<file path="src/rtl/dsc_ram.sv">
`default_nettype none
// ----------------------------------------------------------------------------
// dsc_ram
// Simple dual-port RAM with one write port and one registered read port.
// ----------------------------------------------------------------------------
module dsc_ram #(
	parameter int WIDTH = 8,
	parameter int DEPTH = 16
) (
	input  wire logic                     clk,
	input  wire logic                     we,
	input  wire logic [$clog2(DEPTH)-1:0] waddr,
	input  wire logic [WIDTH-1:0]         wdata,
	input  wire logic                     re,
	input  wire logic [$clog2(DEPTH)-1:0] raddr,
	output logic      [WIDTH-1:0]         rdata
);

	logic [WIDTH-1:0] mem_q [DEPTH];

	always_ff @(posedge clk) begin
		if (we) begin
			mem_q[waddr] <= wdata;
		end
		if (re) begin
			rdata <= mem_q[raddr];
		end
	end

endmodule
`default_nettype wire
</file>
<file path="config.mk">
export PLATFORM = sky130hd
export DESIGN_NAME = dsc_ram
export DESIGN_NICKNAME = d
export VERILOG_FILES = /design/src/rtl/dsc_ram.sv
export SDC_FILE = /design/constraint.sdc
export NUM_CORES = 1
export LEC_CHECK = 0
export ABC_AREA = 1
export ABC_CLOCK_PERIOD_IN_PS = 2540
export BUFFER_PORTS_ARGS = -buffer_cell sky130_fd_sc_hd__buf_2
export CAP_MARGIN = 20
export CORE_ASPECT_RATIO = 0.8
export CORE_UTILIZATION = 40
export CTS_CLUSTER_DIAMETER = 60
export DETAILED_ROUTE_END_ITERATION = 16
export PLACE_DENSITY_LB_ADDON = 0.05
export SYNTH_ARGS = -nofsm -noshare
export SYNTH_HDL_FRONTEND = slang
export SYNTH_SLANG_ARGS = --single-unit
</file>
<file path="constraint.sdc">
create_clock -name clk -period 2.54 [get_ports clk]
set_clock_uncertainty 0.05 [all_clocks]
set_input_delay 0.381 -clock clk [delete_from_list [all_inputs] [get_ports clk]]
set_output_delay 0.381 -clock clk [all_outputs]
set_load 0.05 [all_outputs]
</file>
### Word level (Yosys, flattened, before mapping)

Memory sizes are Yosys's and may differ from the RTL's. A register that Yosys moved wholly into a read port is not among the register bits.
Cells that the tools add are included.
Widths: inputs -> output; s select.

| word-level totals | value |
|---|---|
| output and inout bits | 8 |
| memory bits (writable) | 128 |
| input port bits | 19 |
| register bits after elaboration | 0 |
| memories kept | 1 |
| logic and storage cells | 3 |

Memories:

| memory | depth | bits a word | read ports | clocked after memory_dff | write ports | line | text |
|---|---|---|---|---|---|---|---|
| mem_q | 16 | 8 | 1 | 1 | 1 | 19 | `logic [WIDTH-1:0] mem_q [DEPTH];` |

| cells by class | value |
|---|---|
| multiplexer cells | 2 |

Operators by type and width:

| cell | count |
|---|---|
| $mux 1 | 2 |

### Depth between registers and ports, before layout

| depth | value |
|---|---|
| depth in word-level cells | 2 |
| depth in mapped cells | 8 |
| gate-level depth less buffers | 7 |

### Worst setup path before layout

No wires, ideal clock.

| timing | value |
|---|---|
| kind | input-to-reg |
| start | input waddr[2] |
| end | memory mem_q[10][0], enable pin |
| buffers on the path | 0 |
| data arrival time | 0.962 ns |
| stages on the path | 2 |
| path slack | 1.158 ns |
| cells stage by stage | nand3b_1 -> nor2_1 |

RTL lines:

| what | line | text |
|---|---|---|
| from (decl) | 12 | `input wire logic [$clog2(DEPTH)-1:0] waddr,` |
| to (decl) | 19 |  |

Straight into the memory's write port.

### Worst setup path after layout

| timing | value |
|---|---|
| start | register rdata[4], read port of mem_q |
| end | output rdata[4] |

RTL lines:

| what | line | text |
|---|---|---|
| from (decl) | 16 | `output logic [WIDTH-1:0] rdata` |

No word-level cell between the ends.

==> run metrics <==
status finished clean; Net Count, Synth 570; vias after detailed routing 3774; number of port buffers 26; H-tree depth 4; wire length of the first global-routing pass ~22 mm; Core Region 14300 µm²; kind of cell adding the most delay to the critical path flip-flops; RD Place Congestion 0.786; headroom to the max-slew limit 0.446; number of buffers inserted to repair setup after CTS 0; Detailed Place HPWL ~9 mm; post-route DRC violation count 0; Maximum Capacitance Violations 0; 1st-pass router iterations 5; Ports 27; post-synthesis instance total 551; Endpoint, Worst Hold rdata[6]; hold buffer count at cts 0; VDD IR-drop max 0.476 mV; post-route setup TNS 0 ps; final period utilization 0.614; Finish-stage setup viols 0; width of the die 137 µm; Critical Path Slowest Stage Cell sky130_fd_sc_hd__edfxtp_1; antenna-violating nets left 0; post-synthesis sequential area ratio 0.698; cell row count 39; initial core utilization 0.409; maximum clock insertion buffer count 2; maximum clock rate 641 MHz; Seq cells post-synth ~140; source of the worst hold timing path re; Clock Tree Root sky130_fd_sc_hd__clkbuf_16; type of the worst setup path flip-flop to output port; startpoint of the worst register-to-register path mem_q[0][3]; clock transition at the registers of the reported paths 50 ps; reg-to-reg endpoint rdata[3]; number of distinct library cells after synthesis 11; cells traversed along the worst timing path buf_2; Critical Path RT 2110 ps; Yosys warning total 0; sink count of the clock tree between 100 and 150; vias in the first global route 3509; Area growth syn-to-layout 13.1%; RSZ-0062 raised after global routing false; path length in cells of the critical path 1; count of routing violations after the opening detailed-route iteration 361; CP Launch Type flip-flop; Hold Path Stages 1; number of buffers and inverters on the critical path 1; setup slack on the worst flop-to-flop path 1280 ps; max-slew violation total from the final report 0; cell depth of the worst flop-to-flop path 6; Routed WL per cell 18.5 µm; power density normalized to cell area 744 nW/µm²; Max stage delay on crit path 420 ps; clock tree from TritonCTS done; clock insertion delay at the later pin of the skew report 420 ps; Die Y 110 µm; Inserted Clock Buffers 17; layout net count 604; Worst Setup Slack post-DPL between 600 and 700 ps; Die ar. 15100 µm²; fraction of layout cells with a size suffix above 1 0.101; kind of end point of the critical path output port; Final Worst Setup Slack 980 ps; synthesized area per cell 10.6 µm²; summed instance area of the synthesized netlist 5850 µm²; maximum number of pins on one net before global-route repair 44; critical path peak fanout 1; commonest cells after routing, fill and taps aside sky130_fd_sc_hd__nand2_1 (173), sky130_fd_sc_hd__edfxtp_1 (136), sky130_fd_sc_hd__inv_1 (100); time the worst path needs with I/O delays and setup 1560 ps; gr ovfl total 0; quantity of gates resized following cts 0; initial antenna violation count 0; Hold WC Path Type primary input to flip-flop; data arrival time at the worst-slack endpoint 1130 ps; total routing resource utilization after global routing 0.213; Total Wirelength 14.4 mm; Leak Pwr 2.83 nW; via density per instance 4.84; count of inserted antenna diode cells 0; transition at the pin with the smallest max-transition slack 828 ps; count of final hold-check violations 0; most common cell after layout, fill and taps aside sky130_fd_sc_hd__nand2_1
==> synthesized netlist by cell type <==
| library cell | instances | area, µm² |
|---|---|---|
| sky130_fd_sc_hd__edfxtp_1 | 136 | 4080 |
| sky130_fd_sc_hd__nand2_1 | 173 | 649 |
| sky130_fd_sc_hd__inv_2 | 2 | 7.51 |
| sky130_fd_sc_hd__buf_6 | 6 | 67.6 |
| sky130_fd_sc_hd__inv_1 | 100 | 375 |
| sky130_fd_sc_hd__buf_1 | 1 | 3.75 |
| sky130_fd_sc_hd__nand3b_1 | 2 | 15.0 |
| sky130_fd_sc_hd__buf_4 | 4 | 30.0 |
| sky130_fd_sc_hd__nand3_1 | 97 | 485 |
| sky130_fd_sc_hd__buf_2 | 13 | 65.1 |
| sky130_fd_sc_hd__nor2_1 | 17 | 63.8 |
==> area by class of cell <==
type                            instances  area, µm²
Timing Repair Buffer                   39        228
Tap cell                              184        230
Clock inverter                          9       36.3
Sequential cell                       136       4080
Multi-Input combinational cell        289       1210
Clock buffer                           21        440
Fill cell                            1354       7680
Inverter                              102        383
==> state kept, by name, indices dropped and copies added, names as in the netlist <==
name   cells
mem_q    128
rdata      8
==> worst max-delay path by stage <==
stage | from | end
floorplan | waddr[2] | mem_q[10][0]
global placement | waddr[3] | mem_q[7][0]
detailed placement | waddr[3] | mem_q[7][0]
CTS | rdata[4] | rdata[4]
global route | rdata[4] | rdata[4]
finish | rdata[4] | rdata[4]
==> metrics by stage <==
| stage | area (µm²) | hold WS [ps] | instances | power [mW] | util |
|---|---|---|---|---|---|
| after detailed placement | 6140 | 689 | 750 | 2.94 | 0.429 |
| after global routing | 6620 | 292 | 780 | 5.10 | 0.463 |
| after global placement | 6140 | 687 | 750 | 2.94 | 0.429 |
| after CTS | 6620 | 295 | 780 | 4.98 | 0.463 |
| after floorplan | 5850 | 430 | 551 | 2.80 | - |
| final | 6620 | 307 | 780 | 4.92 | 0.463 |
==> power by group <==
group          total [mW]  leakage [nW]  internal (mW)  switching (mW)
Sequential           2.55          1.24           2.53          0.0177
Clock                2.03         0.233           1.20           0.824
Combinational       0.345          1.36         0.0832           0.261
Total                4.92          2.83           3.82            1.10
==> logic make-up (layout without fill, tap and decap cells) <==
logic type / count (synthesis) / after routing / share of synthesized area
buffers and inverters: 126 / 171 / 0.0939
DFF: 136 / 136 / 0.698
and+or+nand+nor: 289 / 289 / 0.208
==> per-layer routing <==
metal / vias to the layer above / share of wire / global-route usage
met5: - / 0 / 0
met3: 15 / 0.056 / 0.0572
li1: 1845 / - / -
met1: 1810 / 0.51 / 0.325
met4: 0 / 0.017 / 0.0738
met2: 104 / 0.42 / 0.288
(Power assumes the default switching activity.)
